File: config.mk
export PLATFORM = sky130hd
export DESIGN_NAME = scytale_transposition_unit
export DESIGN_NICKNAME = d
export VERILOG_FILES = /design/src/design/sct_pkg.sv /design/src/design/scytale_transposition_unit.sv /design/src/design/sct_buf.sv /design/src/design/sct_seq.sv
export VERILOG_INCLUDE_DIRS = /design/src /design/src/design
export SDC_FILE = /design/constraint.sdc
export NUM_CORES = 1
export LEC_CHECK = 0
export ABC_AREA = 1
export ABC_CLOCK_PERIOD_IN_PS = 4050
export BUFFER_PORTS_ARGS = -buffer_cell sky130_fd_sc_hd__buf_4
export CAP_MARGIN = 25
export CORE_UTILIZATION = 60
export DETAILED_ROUTE_END_ITERATION = 12
export PLACE_DENSITY = 0.75
export SYNTH_ARGS = -nofsm -noshare
export SYNTH_HDL_FRONTEND = slang
export SYNTH_SLANG_ARGS = --single-unit
export TNS_END_PERCENT = 50
File: constraint.sdc
create_clock -name clk -period 4.05 [get_ports clk]
set_input_delay 0.81 -clock clk [delete_from_list [all_inputs] [get_ports clk]]
set_output_delay 0.81 -clock clk [all_outputs]
set_load 0.005 [all_outputs]
File: src/design/scytale_transposition_unit_assert.svh
// Assertion macros shared by the scytale transposition design.
// Needs clk and rst_n in the scope of each use.
`ifndef SCYTALE_TRANSPOSITION_UNIT_ASSERT_SVH
`define SCYTALE_TRANSPOSITION_UNIT_ASSERT_SVH

// Same-cycle implication
`define STU_ASSERT_IMP(label, ante, cons, msg) \
    label: assert property (@(posedge clk) disable iff (!rst_n) (ante) |-> (cons)) \
        else $error(msg);

// Next-cycle implication
`define STU_ASSERT_NXT(label, ante, cons, msg) \
    label: assert property (@(posedge clk) disable iff (!rst_n) (ante) |=> (cons)) \
        else $error(msg);

`endif

File: src/design/sct_pkg.sv
// Package for the scytale transposition unit: constants, word types and the
// job descriptor passed from the load side to the read sequencer. No dependencies.
package sct_pkg;

    // Buffer depth default and fixed field widths
    localparam int MSG_DEPTH_DEF = 32;
    localparam int CNT_W         = 6;   // holds a count of up to 32 bytes
    localparam int ROW_W         = 6;   // key_rows field width
    localparam int RIDX_W        = 5;   // row index 0..31
    localparam int CFG_IDX_W     = 1;
    localparam int CFG_DATA_W    = 6;

    localparam logic [ROW_W-1:0] MAX_ROWS = 6'd32;

    localparam logic [7:0] PAD_CHAR   = 8'h40;   // '@'
    localparam logic [7:0] SPACE_CHAR = 8'h20;   // ' '

    // Configuration register indexes
    localparam logic [CFG_IDX_W-1:0] REG_MODE     = 1'b0;
    localparam logic [CFG_IDX_W-1:0] REG_KEY_ROWS = 1'b1;

    // Mode codes
    localparam logic MODE_ENCRYPT = 1'b0;
    localparam logic MODE_DECRYPT = 1'b1;

    typedef struct packed {
        logic [7:0] in_char;
        logic       in_last;
    } in_word_t;

    typedef struct packed {
        logic [7:0] out_char;
        logic       out_last;
        logic       truncated;
    } out_word_t;

    // One message handed to the sequencer
    typedef struct packed {
        logic             go;
        logic             mode;
        logic [ROW_W-1:0] rows;    // effective rows, 1..32
        logic [CNT_W-1:0] n;       // bytes to transpose
        logic             trunc;
    } sct_job_t;

    // Sequencer status toward the load side
    typedef struct packed {
        logic      idle;
        logic      res_vld;
        out_word_t res;
    } sct_stat_t;

endpackage

File: src/design/scytale_transposition_unit.sv
// Scytale transposition unit, top level: load side, config registers,
// output register. Depends on sct_pkg, sct_buf, sct_seq and the assertion header.
//
//  port group   dir  handshake              word
//  in           in   in_valid / in_ready    sct_pkg::in_word_t
//  out          out  out_valid / out_ready  sct_pkg::out_word_t
//  cfg          in   cfg_valid / cfg_ready  cfg_index, cfg_wdata
//
// Loading takes one byte per cycle; in_ready drops from the last byte until
// the sequencer has handed its final word to the output register.
// Encrypt first counts columns by repeated addition; decrypt starts at once.
// Each result word then takes a buffer read, then a hand-off.
// A stalled output holds the sequencer in its hand-off step.
// Reset is asynchronous; it clears load counters and control, not buffer or job regs.
`include "scytale_transposition_unit_assert.svh"

module scytale_transposition_unit #(
    parameter int MSG_DEPTH = sct_pkg::MSG_DEPTH_DEF
) (
    input  logic                               clk,
    input  logic                               rst_n,
    input  logic                               in_valid,
    output logic                               in_ready,
    input  sct_pkg::in_word_t                  in_data,
    output logic                               out_valid,
    input  logic                               out_ready,
    output sct_pkg::out_word_t                 out_data,
    input  logic                               cfg_valid,
    output logic                               cfg_ready,
    input  logic [sct_pkg::CFG_IDX_W-1:0]      cfg_index,
    input  logic [sct_pkg::CFG_DATA_W-1:0]     cfg_wdata
);

    localparam int AW = $clog2(MSG_DEPTH);
    localparam int CW = sct_pkg::CNT_W;

    logic                      mode_reg;
    logic [sct_pkg::ROW_W-1:0] key_rows_reg;
    logic [CW-1:0]             raw_cnt_reg, raw_cnt_next;
    logic [CW-1:0]             ns_cnt_reg, ns_cnt_next;
    logic                      ovf_reg, ovf_next;
    logic                      out_vld_reg;
    sct_pkg::out_word_t        out_data_reg;

    logic                      in_fire;
    logic                      has_room;
    logic                      not_space;
    logic [CW-1:0]             raw_after, ns_after;
    logic                      trunc_after;
    logic [sct_pkg::ROW_W-1:0] eff_rows;
    logic                      res_take;
    logic                      rd_en, rd_sel;
    logic [AW-1:0]             rd_addr;
    logic [7:0]                rd_data;
    sct_pkg::sct_job_t         job;
    sct_pkg::sct_stat_t        stat;

    // Configuration registers
    assign cfg_ready = 1'b1;

    always_ff @(posedge clk or negedge rst_n)
    begin
        if (!rst_n)
        begin
            mode_reg     <= sct_pkg::MODE_ENCRYPT;
            key_rows_reg <= sct_pkg::ROW_W'(1);
        end
        else if (cfg_valid && cfg_ready)
        begin
            case (cfg_index)
                sct_pkg::REG_MODE:     mode_reg     <= cfg_wdata[0];
                sct_pkg::REG_KEY_ROWS: key_rows_reg <= cfg_wdata[sct_pkg::ROW_W-1:0];
                default:               ;
            endcase
        end
    end

    // Load side
    assign in_ready  = stat.idle;
    assign in_fire   = in_valid && in_ready;
    assign has_room  = (raw_cnt_reg < CW'(MSG_DEPTH));
    assign not_space = (in_data.in_char != sct_pkg::SPACE_CHAR);

    always_comb
    begin
        raw_after   = has_room ? (raw_cnt_reg + 1'b1) : raw_cnt_reg;
        ns_after    = (has_room && not_space) ? (ns_cnt_reg + 1'b1) : ns_cnt_reg;
        trunc_after = ovf_reg || !has_room;
        if (key_rows_reg == '0)
        begin
            eff_rows = sct_pkg::ROW_W'(1);
        end
        else if (key_rows_reg > sct_pkg::MAX_ROWS)
        begin
            eff_rows = sct_pkg::MAX_ROWS;
        end
        else
        begin
            eff_rows = key_rows_reg;
        end
        raw_cnt_next = raw_cnt_reg;
        ns_cnt_next  = ns_cnt_reg;
        ovf_next     = ovf_reg;
        if (in_fire)
        begin
            if (in_data.in_last)
            begin
                raw_cnt_next = '0;
                ns_cnt_next  = '0;
                ovf_next     = 1'b0;
            end
            else
            begin
                raw_cnt_next = raw_after;
                ns_cnt_next  = ns_after;
                ovf_next     = trunc_after;
            end
        end
    end

    // Job descriptor at the last byte
    always_comb
    begin
        job.go    = in_fire && in_data.in_last;
        job.mode  = mode_reg;
        job.rows  = eff_rows;
        job.n     = (mode_reg == sct_pkg::MODE_DECRYPT) ? raw_after : ns_after;
        job.trunc = trunc_after;
    end

    always_ff @(posedge clk or negedge rst_n)
    begin
        if (!rst_n)
        begin
            raw_cnt_reg <= '0;
            ns_cnt_reg  <= '0;
            ovf_reg     <= 1'b0;
        end
        else
        begin
            raw_cnt_reg <= raw_cnt_next;
            ns_cnt_reg  <= ns_cnt_next;
            ovf_reg     <= ovf_next;
        end
    end

    sct_buf #(
        .MSG_DEPTH (MSG_DEPTH)
    ) u_buf (
        .clk         (clk),
        .wr_en       (in_fire && has_room),
        .wr_ns       (not_space),
        .wr_raw_addr (AW'(raw_cnt_reg)),
        .wr_ns_addr  (AW'(ns_cnt_reg)),
        .wr_data     (in_data.in_char),
        .rd_en       (rd_en),
        .rd_sel      (rd_sel),
        .rd_addr     (rd_addr),
        .rd_data     (rd_data)
    );

    sct_seq #(
        .MSG_DEPTH (MSG_DEPTH)
    ) u_seq (
        .clk      (clk),
        .rst_n    (rst_n),
        .job      (job),
        .res_take (res_take),
        .stat     (stat),
        .rd_en    (rd_en),
        .rd_sel   (rd_sel),
        .rd_addr  (rd_addr),
        .rd_data  (rd_data)
    );

    // Output register
    assign res_take = stat.res_vld && (!out_vld_reg || out_ready);

    always_ff @(posedge clk or negedge rst_n)
    begin
        if (!rst_n)
        begin
            out_vld_reg <= 1'b0;
        end
        else if (res_take)
        begin
            out_vld_reg <= 1'b1;
        end
        else if (out_ready)
        begin
            out_vld_reg <= 1'b0;
        end
    end

    always_ff @(posedge clk)
    begin
        if (res_take)
        begin
            out_data_reg <= stat.res;
        end
    end

    assign out_valid = out_vld_reg;
    assign out_data  = out_data_reg;

    `STU_ASSERT_NXT(a_last_clears, in_fire && in_data.in_last,
        (raw_cnt_reg == '0) && (ns_cnt_reg == '0) && !ovf_reg,
        "counts not cleared after last word")
    `STU_ASSERT_IMP(a_ns_le_raw, 1'b1, ns_cnt_reg <= raw_cnt_reg, "stripped count above raw count")
    `STU_ASSERT_NXT(a_out_stable, out_valid && !out_ready,
        out_valid && $stable(out_data), "output word changed while stalled")

endmodule

File: src/design/sct_buf.sv
// Message buffer: raw byte memory and space-stripped memory, one read port
// with registered data. Depends on sct_pkg.
module sct_buf #(
    parameter int MSG_DEPTH = sct_pkg::MSG_DEPTH_DEF
) (
    input  logic                         clk,
    input  logic                         wr_en,
    input  logic                         wr_ns,
    input  logic [$clog2(MSG_DEPTH)-1:0] wr_raw_addr,
    input  logic [$clog2(MSG_DEPTH)-1:0] wr_ns_addr,
    input  logic [7:0]                   wr_data,
    input  logic                         rd_en,
    input  logic                         rd_sel,
    input  logic [$clog2(MSG_DEPTH)-1:0] rd_addr,
    output logic [7:0]                   rd_data
);

    logic [7:0] raw_mem [MSG_DEPTH];
    logic [7:0] ns_mem  [MSG_DEPTH];
    logic [7:0] rd_data_reg;

    // Raw store: every kept byte in arrival order
    always_ff @(posedge clk)
    begin
        if (wr_en)
        begin
            raw_mem[wr_raw_addr] <= wr_data;
        end
    end

    // Stripped store: non-space bytes only
    always_ff @(posedge clk)
    begin
        if (wr_en && wr_ns)
        begin
            ns_mem[wr_ns_addr] <= wr_data;
        end
    end

    // Registered read, select by mode
    always_ff @(posedge clk)
    begin
        if (rd_en)
        begin
            if (rd_sel == sct_pkg::MODE_DECRYPT)
            begin
                rd_data_reg <= raw_mem[rd_addr];
            end
            else
            begin
                rd_data_reg <= ns_mem[rd_addr];
            end
        end
    end

    assign rd_data = rd_data_reg;

endmodule

File: src/design/sct_seq.sv
// Read sequencer: column count by repeated addition (encrypt), then one buffer
// read per result word in grid order. Depends on sct_pkg and the assertion header.
`include "scytale_transposition_unit_assert.svh"

module sct_seq #(
    parameter int MSG_DEPTH = sct_pkg::MSG_DEPTH_DEF
) (
    input  logic                         clk,
    input  logic                         rst_n,
    input  sct_pkg::sct_job_t            job,
    input  logic                         res_take,
    output sct_pkg::sct_stat_t           stat,
    output logic                         rd_en,
    output logic                         rd_sel,
    output logic [$clog2(MSG_DEPTH)-1:0] rd_addr,
    input  logic [7:0]                   rd_data
);

    localparam int AW = $clog2(MSG_DEPTH);
    localparam int CW = sct_pkg::CNT_W;
    localparam int RW = sct_pkg::RIDX_W;

    typedef enum logic [3:0] {
        S_IDLE = 4'b0001,
        S_GEOM = 4'b0010,
        S_READ = 4'b0100,
        S_HOLD = 4'b1000
    } seq_state_t;

    seq_state_t state_reg, state_next;
    logic                        mode_reg, mode_next;
    logic                        trunc_reg, trunc_next;
    logic [sct_pkg::ROW_W-1:0]   rows_reg, rows_next;
    logic [CW-1:0]               n_reg, n_next;
    logic [CW:0]                 acc_reg, acc_next;
    logic [CW-1:0]               cols_reg, cols_next;
    logic [CW-1:0]               full_reg, full_next;
    logic [RW-1:0]               r_reg, r_next;
    logic [RW-1:0]               c_reg, c_next;
    logic [CW-1:0]               base_reg, base_next;

    logic [CW:0]   enc_sum;
    logic [CW:0]   dec_step;
    logic [CW-1:0] rows_used;
    logic [CW-1:0] enc_len;
    logic          enc_last_col, enc_last_row, enc_pad;
    logic          dec_more, dec_last_row;
    logic          word_last;

    // Grid position decode
    always_comb
    begin
        enc_sum      = {1'b0, base_reg} + {2'b00, c_reg};
        dec_step     = {1'b0, base_reg} + {1'b0, rows_reg};
        rows_used    = (rows_reg < n_reg) ? rows_reg : n_reg;
        enc_last_col = ({1'b0, c_reg} == (cols_reg - 1'b1));
        enc_last_row = ({1'b0, r_reg} == (rows_reg - 1'b1));
        enc_pad      = enc_last_col && ({1'b0, r_reg} >= full_reg);
        enc_len      = ({1'b0, r_reg} < full_reg) ? cols_reg : (cols_reg - 1'b1);
        dec_more     = (dec_step < {1'b0, n_reg});
        dec_last_row = ({1'b0, r_reg} == (rows_used - 1'b1));
        if (mode_reg == sct_pkg::MODE_DECRYPT)
        begin
            word_last = !dec_more && dec_last_row;
            rd_addr   = AW'(base_reg);
        end
        else
        begin
            word_last = enc_last_col && enc_last_row;
            rd_addr   = AW'(enc_sum);
        end
    end

    assign rd_en  = (state_reg == S_READ);
    assign rd_sel = mode_reg;

    // Result word and status
    always_comb
    begin
        stat.idle               = (state_reg == S_IDLE);
        stat.res_vld            = (state_reg == S_HOLD);
        stat.res.out_last       = word_last;
        stat.res.truncated      = trunc_reg;
        if ((mode_reg == sct_pkg::MODE_ENCRYPT) && enc_pad)
        begin
            stat.res.out_char = sct_pkg::PAD_CHAR;
        end
        else
        begin
            stat.res.out_char = rd_data;
        end
    end

    // Sequencer next state
    always_comb
    begin
        state_next = state_reg;
        mode_next  = mode_reg;
        trunc_next = trunc_reg;
        rows_next  = rows_reg;
        n_next     = n_reg;
        acc_next   = acc_reg;
        cols_next  = cols_reg;
        full_next  = full_reg;
        r_next     = r_reg;
        c_next     = c_reg;
        base_next  = base_reg;
        case (state_reg)
            S_IDLE:
            begin
                if (job.go && (job.n != '0))
                begin
                    mode_next  = job.mode;
                    trunc_next = job.trunc;
                    rows_next  = job.rows;
                    n_next     = job.n;
                    acc_next   = '0;
                    cols_next  = '0;
                    r_next     = '0;
                    c_next     = '0;
                    base_next  = '0;
                    state_next = (job.mode == sct_pkg::MODE_DECRYPT) ? S_READ : S_GEOM;
                end
            end
            S_GEOM:
            begin
                // cols = ceil(n / rows) by repeated addition
                if (acc_reg >= {1'b0, n_reg})
                begin
                    full_next  = rows_reg - CW'(acc_reg - {1'b0, n_reg});
                    state_next = S_READ;
                end
                else
                begin
                    acc_next  = acc_reg + {1'b0, rows_reg};
                    cols_next = cols_reg + 1'b1;
                end
            end
            S_READ:
            begin
                state_next = S_HOLD;
            end
            S_HOLD:
            begin
                if (res_take)
                begin
                    if (word_last)
                    begin
                        state_next = S_IDLE;
                    end
                    else
                    begin
                        state_next = S_READ;
                        if (mode_reg == sct_pkg::MODE_DECRYPT)
                        begin
                            if (dec_more)
                            begin
                                base_next = CW'(dec_step);
                            end
                            else
                            begin
                                r_next    = r_reg + 1'b1;
                                base_next = CW'(r_reg) + 1'b1;
                            end
                        end
                        else if (enc_last_row)
                        begin
                            r_next    = '0;
                            base_next = '0;
                            c_next    = c_reg + 1'b1;
                        end
                        else
                        begin
                            r_next    = r_reg + 1'b1;
                            base_next = base_reg + enc_len;
                        end
                    end
                end
            end
            default:
            begin
                state_next = S_IDLE;
            end
        endcase
    end

    // Control registers
    always_ff @(posedge clk or negedge rst_n)
    begin
        if (!rst_n)
        begin
            state_reg <= S_IDLE;
        end
        else
        begin
            state_reg <= state_next;
        end
    end

    // Job geometry and counters
    always_ff @(posedge clk)
    begin
        mode_reg  <= mode_next;
        trunc_reg <= trunc_next;
        rows_reg  <= rows_next;
        n_reg     <= n_next;
        acc_reg   <= acc_next;
        cols_reg  <= cols_next;
        full_reg  <= full_next;
        r_reg     <= r_next;
        c_reg     <= c_next;
        base_reg  <= base_next;
    end

    `STU_ASSERT_NXT(a_read_then_hold, state_reg == S_READ, state_reg == S_HOLD, "read not followed by hold")
    `STU_ASSERT_NXT(a_last_ends_job, res_take && word_last, state_reg == S_IDLE, "job ran past last word")
    `STU_ASSERT_IMP(a_enc_addr_range, (state_reg == S_READ) && (mode_reg == sct_pkg::MODE_ENCRYPT) && !enc_pad, enc_sum < {1'b0, n_reg}, "encrypt read beyond message")

endmodule

# --- After elaboration in Yosys (flattened, before gate mapping) ---
# Memory sizes are Yosys's and may differ from the RTL's.
# Index checks and enable logic that the tools add are counted.
op_classes:
  add_sub_neg: 15
  n_mul: 0
  div: 0
  magnitude_cmp: 7
  eq_ne: 16
  shift: 0
  mux: 48
  bitwise_logic: 2
  n_reduce_logical: 31
ops:
  columns: ["cell", "count"]
  rows:
  - ["6-bit 2-to-1 mux", 15]
  - ["5-bit 2-to-1 mux", 11]
  - ["6-bit one-hot mux with 2 select lines", 2]
  - ["5-bit one-hot mux with 2 select lines", 2]
  - ["6-bit by 1-bit adder with 6-bit output (second input constant)", 3]
  - ["5-bit by 6-bit equality test with 1-bit output", 3]
  - ["6-bit by 1-bit subtractor with 6-bit output (second input constant)", 3]
  - ["4-bit one-hot mux with 4 select lines", 1]
  - ["7-bit 2-to-1 mux", 2]
  - ["7-bit one-hot mux with 2 select lines", 1]
  - ["4-bit 2-to-1 mux", 3]
  - ["6-bit subtractor", 2]
  - ["1-bit logical AND", 11]
  - ["5-bit by 1-bit adder with 5-bit output (second input constant)", 2]
  - ["1-bit 2-to-1 mux", 8]
  - ["8-bit 2-to-1 mux", 1]
  - ["2-bit != test (second input constant)", 4]
  - ["8-bit by 6-bit != test with 1-bit output (second input constant)", 1]
  - ["2-bit AND reduction", 4]
  - ["6-bit by 6-bit adder with 7-bit output", 1]
  - ["7-bit by 6-bit adder with 7-bit output", 1]
  - ["7-bit by 6-bit >= comparator with 1-bit output", 1]
  - ["7-bit by 6-bit less-than comparator with 1-bit output", 1]
  - ["5-bit by 1-bit adder with 6-bit output (second input constant)", 1]
  - ["other kinds (25)", 35]
totals:
  regBits: 92
  latch_bits: 0
  mem_bits_rw: 512
  rom_bits: 0
  inputBits: 21
  out_inout_bits: 13
  elab_cells: 143
  mem_count: 2
mem_list:
  columns: ["memory", "words", "width", "rd", "rd_ports_with_merged_regs", "write_ports", "line_no", "rtl"]
  rows:
  - ["u_buf.ns_mem", 32, 8, 1, 0, 1, "sct_buf.sv:19", "logic [7:0] ns_mem [MSG_DEPTH];"]
  - ["u_buf.raw_mem", 32, 8, 1, 0, 1, "sct_buf.sv:18", "logic [7:0] raw_mem [MSG_DEPTH];"]

# --- Depth between registers and ports, before layout ---
depth:
  ltp_word: 9
  depth_mapped: 22
  mapped_depth_nobuf: 21

# --- By module ---
# Synthesis repeated with hierarchy kept, for this count alone.
unflattened:
  cells_unflattened: 2611
  hier_area_um2: 27805.4
by_module_without_submodules:
  columns: ["module", "n_inst", "cells_per_inst", "area_per_inst_um2", "seq_area_each_um2"]
  rows:
  - ["sct_buf", 1, 1815, 21376.8, 15615.0]
  - ["sct_seq", 1, 579, 4748.3, 1572.8]
  - ["scytale_transposition_unit", 1, 217, 1680.4, 827.0]

# --- Least setup slack after synthesis ---
# OpenSTA, ideal clock, no wires.
synth_path:
  path_type: "register to register"
  start: "reg u_seq.n_reg[3]"
  end: "reg u_seq.r_reg[0] (enable)"
  arrival_time_ns: 2.671
  required_time_ns: 3.710
  path_slack_ns: 1.040
  stages_incl_launch_ff: 22
  synth_period_minus_slack_ns: 3.010
  cell_sequence: "edfxtp_1 -> inv_1 -> ha_1 -> nand2_1 -> nand2_1 -> a21oi_4 -> nand2_2 -> buf_6 -> nand2_1 -> nand2_1 -> ha_1 -> xnor2_1 -> nor2_1 -> nand3_1 -> nor2_1 -> nand2_1 -> nor2_2 -> nand3_2 -> nand2_2 -> nand2_2 -> nand2_2 -> nor2_1"
synth_via:
  elab_chain_cells: 8
  elab_cells_between_ends: 11
synth_lines:
  columns: ["item", "line_no", "rtl"]
  rows:
  - ["start, declared", "sct_seq.sv:34", "logic [CW-1:0] n_reg, n_next;"]
  - ["start signal, assigned", "sct_seq.sv:206", "n_reg <= n_next;"]
  - ["6-bit less-than comparator", "sct_seq.sv:55", "rows_used = (rows_reg < n_reg) ? rows_reg : n_reg;"]
  - ["6-bit 2-to-1 mux", "sct_seq.sv:55", null]
  - ["6-bit by 1-bit subtractor with 6-bit output", "sct_seq.sv:61", "dec_last_row = ({1'b0, r_reg} == (rows_used - 1'b1));"]
  - ["5-bit by 6-bit equality test with 1-bit output", "sct_seq.sv:61", null]
  - ["1-bit logical AND *", "sct_seq.sv:64", "word_last = !dec_more && dec_last_row;"]
  - ["1-bit 2-to-1 mux *", "sct_seq.sv:62", "if (mode_reg == sct_pkg::MODE_DECRYPT)"]
  - ["net u_seq.word_last", "sct_seq.sv:48", "logic word_last;"]
  - ["2-bit != test (no source line) *", null, null]
  - ["5-bit AND reduction (no source line) *", null, null]
  - ["end signal, assigned", "sct_seq.sv:210", "r_reg <= r_next;"]
  - ["end, declared", "sct_seq.sv:38", "logic [RW-1:0] r_reg, r_next;"]
# The timed path passes the listed nets; every way through them passes the cells marked *.
# A chain may end at the register's enable or synchronous reset.

# --- Worst setup path after layout ---
layout_path:
  start: "reg u_seq.n_reg[4]"
  end: "reg u_seq.c_reg[0] (enable)"
layout_via:
  elab_chain_cells: 8
  elab_cells_between_ends: 10
layout_lines:
  columns: ["item", "line_no", "rtl"]
  rows:
  - ["6-bit less-than comparator", "sct_seq.sv:55", null]
  - ["6-bit 2-to-1 mux", "sct_seq.sv:55", null]
  - ["6-bit by 1-bit subtractor with 6-bit output", "sct_seq.sv:61", null]
  - ["5-bit by 6-bit equality test with 1-bit output", "sct_seq.sv:61", null]
  - ["1-bit logical AND *", "sct_seq.sv:64", null]
  - ["1-bit 2-to-1 mux *", "sct_seq.sv:62", null]
  - ["net u_seq.word_last", "sct_seq.sv:48", null]
  - ["2-bit != test (no source line) *", null, null]
  - ["6-bit AND reduction (no source line) *", null, null]
  - ["end signal, assigned", "sct_seq.sv:211", "c_reg <= c_next;"]
  - ["end, declared", "sct_seq.sv:39", "logic [RW-1:0] c_reg, c_next;"]
# Marked as above.

==> insert_results.sql <==
INSERT INTO impl_metrics (metric_group, metric, value, unit) VALUES
('cells_and_area', 'design.final.nets', '2504', ''),
('timing', 'layout_worst_path_cycle_share', '0.928', ''),
('cells_and_area', 'mostFrequentLayoutCell', 'sky130_fd_sc_hd__edfxtp_1', ''),
('synth', 'synthFlopType', 'sky130_fd_sc_hd__edfxtp_1', ''),
('pwr', 'vdd.ir_drop.worst', '0.616', 'mV'),
('drt', 'drt_drc_violations_left', '0', ''),
('clock_network', 'worst_skew_pair.late_latency', '0.64', 'ns'),
('timing', 'fin_worst_skew', '0.0250', 'ns'),
('synth', 'ys_ff_latch', '604', ''),
('cells_and_area', 'area_taken_by_multi_input_logic_gates', '7900', 'µm²'),
('place', 'number_of_i_o_port_buffers', '32', ''),
('clock_network', 'cts_resized', '0', ''),
('place', 'dp.final_hpwl', '40400', 'µm'),
('synth', 'yosys_warnings', '0', ''),
('synth', 'mapped_area', '27000', 'µm²'),
('clock_network', 'cts-root-buf', 'sky130_fd_sc_hd__clkbuf_16', ''),
('clock_network', 'clockBufferDepth', '3', ''),
('timing', 'final-max-slew-violation-count', '0', ''),
('cells_and_area', 'layout_common_cells', 'sky130_fd_sc_hd__edfxtp_1 (579), sky130_fd_sc_hd__nor2_1 (411), sky130_fd_sc_hd__o21ai_0 (290)', ''),
('synth', 'syn_nets', '2475', ''),
('grt', 'grt_first_pass_wirelength', '102000', 'µm'),
('pwr', 'power-per-cell-area', '819', 'nW/µm²'),
('cells_and_area', 'final-seq-area', '18000', 'µm²'),
('drt', 'ant_nets', '0', ''),
('clock_network', 'post_cts_hold_buffer_count', '0', ''),
('worst_setup_path', 'timing.critical_path.required', '4.33', 'ns'),
('floorplanning', 'io_pins', '34', ''),
('clock_network', 'cts_made_buffers', '59', ''),
('synth', 'synth-edff-count', '579', ''),
('clock_network', 'cts.reportedPaths.clkPinSlew', '0.07', 'ns'),
('floorplanning', 'core.rowCount', '77', ''),
('drt', 'finalWirelength', '66500', 'µm'),
('cells_and_area', 'final_design_area_no_fill', '29900', 'µm²'),
('worst_setup_path', 'arrival', '4.04', 'ns'),
('synth', 'postSynth.asyncResetShare', '0.0414', ''),
('worst_setup_path', 'criticalPathCategory', 'reg -> reg', ''),
('timing', 'finalHoldViolations', '0', ''),
('clock_network', 'tritoncts', 'done', ''),
('grt', 'grt.total_usage', '0.291', ''),
('place', 'dp_slack', '0.391', 'ns'),
('grt', 'grt_max_degree', '162', ''),
('status', 'outcome', 'finished, final reports clean', ''),
('cells_and_area', 'area_delta_synth_final', '11.0', '%'),
('clock_network', 'htreeDepth', '2', ''),
('clock_network', 'cts_post_setup_buffers_inserted', '0', ''),
('cells_and_area', 'layout-drive-gt1-share', '0.0878', ''),
('grt', 'grt_pass1_vias', '18100', ''),
('timing', 'period_minus_slack', '3.76', 'ns'),
('floorplanning', 'floorplan.core_area', '44300', 'µm²'),
('floorplanning', 'die_width', '214', 'µm'),
('floorplanning', 'initial_standard_cell_utilization_of_the_core', '0.609', ''),
('timing', 'whs', '0.0877', 'ns'),
('cells_and_area', 'num_antenna_cells', '0', ''),
('worst_setup_path', 'worst_setup_path_start_kind', 'flip-flop', ''),
('synth', 'netlist_instances', '2379', ''),
('drt', 'dr.pass1.iters', '6', ''),
('drt', 'vias_per_std_cell', '6.10', ''),
('synth', 'synthesis.area_per_instance', '11.3', 'µm²'),
('drt', 'dr_total_vias', '18600', ''),
('grt', 'globalRoute.totalOverflow', '0', ''),
('drt', 'drtIter0Drc', '2355', ''),
('timing', 'slew_headroom', '0.335', ''),
('worst_setup_path', 'path_max_fanout', '11', ''),
('drt', 'routed_wire_length_per_instance', '21.8', 'µm'),
('grt', 'number_of_antenna_violations_at_the_first_check_in_global_routing', '0', ''),
('cells_and_area', 'fillCellCount', '3195', ''),
('place', 'gp_routability_congestion', '0.956', ''),
('flow_run', 'max_cap_violations', '0', ''),
('synth', 'synth_top_area_frac', '0.645', ''),
('synth', 'top_area_cells_in_the_synthesized_netlist', 'sky130_fd_sc_hd__edfxtp_1 (64%), sky130_fd_sc_hd__nor2_1 (5.7%), sky130_fd_sc_hd__o21ai_0 (5.4%)', ''),
('floorplanning', 'die_area', '45800', 'µm²');
routing by layer:
layer,track usage,wire length [µm],vias up
met1,0.401,26600,8918
met5,0,0,-
met3,0.0599,6440,151
met2,0.455,31100,1004
met4,0.119,2340,0
li1,-,-,8541
cells in the mapped netlist, types with 2 or more instances:
cell type                    n
sky130_fd_sc_hd__buf_2      41
sky130_fd_sc_hd__nand3_1   127
sky130_fd_sc_hd__a31oi_1     3
sky130_fd_sc_hd__nand2_1   290
sky130_fd_sc_hd__o221ai_1   49
sky130_fd_sc_hd__inv_2       7
sky130_fd_sc_hd__ha_1       66
sky130_fd_sc_hd__buf_1       4
sky130_fd_sc_hd__edfxtp_1  579
sky130_fd_sc_hd__nand4_1     7
sky130_fd_sc_hd__dfrtp_1    23
sky130_fd_sc_hd__o21a_1      2
sky130_fd_sc_hd__o21bai_1    2
sky130_fd_sc_hd__nand3_2     2
sky130_fd_sc_hd__nor2_2      3
sky130_fd_sc_hd__xnor2_1    14
sky130_fd_sc_hd__o22ai_1    91
sky130_fd_sc_hd__nor4_1      3
sky130_fd_sc_hd__a21oi_1    59
sky130_fd_sc_hd__or2_2       4
sky130_fd_sc_hd__o21ai_1    19
sky130_fd_sc_hd__nand3b_1    3
sky130_fd_sc_hd__nor2_1    411
sky130_fd_sc_hd__dfstp_2     2
sky130_fd_sc_hd__clkbuf_1   58
sky130_fd_sc_hd__clkbuf_2   10
sky130_fd_sc_hd__nor3_1      7
sky130_fd_sc_hd__buf_6       2
sky130_fd_sc_hd__a21o_1      4
sky130_fd_sc_hd__nand2_2    10
sky130_fd_sc_hd__o21ai_0   290
sky130_fd_sc_hd__buf_4       4
sky130_fd_sc_hd__fa_1        9
sky130_fd_sc_hd__inv_1     139
sky130_fd_sc_hd__xor2_1     23
logic make-up after synthesis:
kind of cell / Yosys count / synth area share
AOI/OAI and AO/OA: 524 / 0.110
xor gates and xnor gates: 38 / 0.0126
adders and majority gates: 75 / 0.0373
buffers and inverters: 266 / 0.0405
DFF: 604 / 0.668
muxes: 1 / 0.000417
other: 1 / 0.000139
and+or+nand+nor: 870 / 0.131
worst paths after layout:
path	from	endpoint	slack [ns]	depth (start not counted)
max	u_seq.n_reg[4]	u_seq.c_reg[0]	0.29	20
min	rst_n	out_valid	0.09	1
max reg2reg	u_seq.n_reg[4]	u_seq.c_reg[0]	0.29	20
min reg2reg	u_seq.trunc_reg	out_data[0]	0.43	0
max in group asynchronous	rst_n	key_rows_reg[0]	3.64	1
min in group clk	cfg_valid	mode_reg	0.38	2
where the power goes:
part	total (mW)	switching, mW	internal, mW
sequential	7.89	0.412	7.47
clock	5.71	2.38	3.33
combinational	10.9	7.67	3.26
final cells by class:
cell class	count	share of cell area
repair buffers	87	0.0235
clock buffers	68	0.0504
multi-input cells	1509	0.264
clock inverters	44	0.0174
inverters	147	0.0186
flip-flops and latches	604	0.602
well taps	592	0.0247
worst max-delay path, cell delays in order, from the launching register on:
cell and delay, ns:
sky130_fd_sc_hd__edfxtp_1 0.43, sky130_fd_sc_hd__inv_1 0.24, sky130_fd_sc_hd__ha_1 0.28, sky130_fd_sc_hd__nand2_1 0.10
sky130_fd_sc_hd__inv_2 0.05, sky130_fd_sc_hd__a21oi_4 0.28, sky130_fd_sc_hd__nand2_2 0.23, sky130_fd_sc_hd__nand2_1 0.13
sky130_fd_sc_hd__nand2_1 0.15, sky130_fd_sc_hd__ha_1 0.33, sky130_fd_sc_hd__xnor2_1 0.14, sky130_fd_sc_hd__nor2_1 0.05
sky130_fd_sc_hd__nand3_1 0.10, sky130_fd_sc_hd__nor2_1 0.05, sky130_fd_sc_hd__nand2_1 0.08, sky130_fd_sc_hd__nor2_2 0.04
sky130_fd_sc_hd__nand3_2 0.08, sky130_fd_sc_hd__nand2_2 0.07, sky130_fd_sc_hd__nand2_2 0.09, sky130_fd_sc_hd__nand2_2 0.11
sky130_fd_sc_hd__nor2_1 0.35
per-stage QoR:
stage / cells / utilization / power (mW)
after detailed placement: 2939 / 0.630 / 18.6
after floorplan: 2379 / - / 15.2
after CTS: 3051 / 0.676 / 24.4
after global placement: 2939 / 0.630 / 18.3
final: 3051 / 0.676 / 24.5
after global routing: 3051 / 0.676 / 25.9
Note: power is estimated with default switching activity, not from simulation.
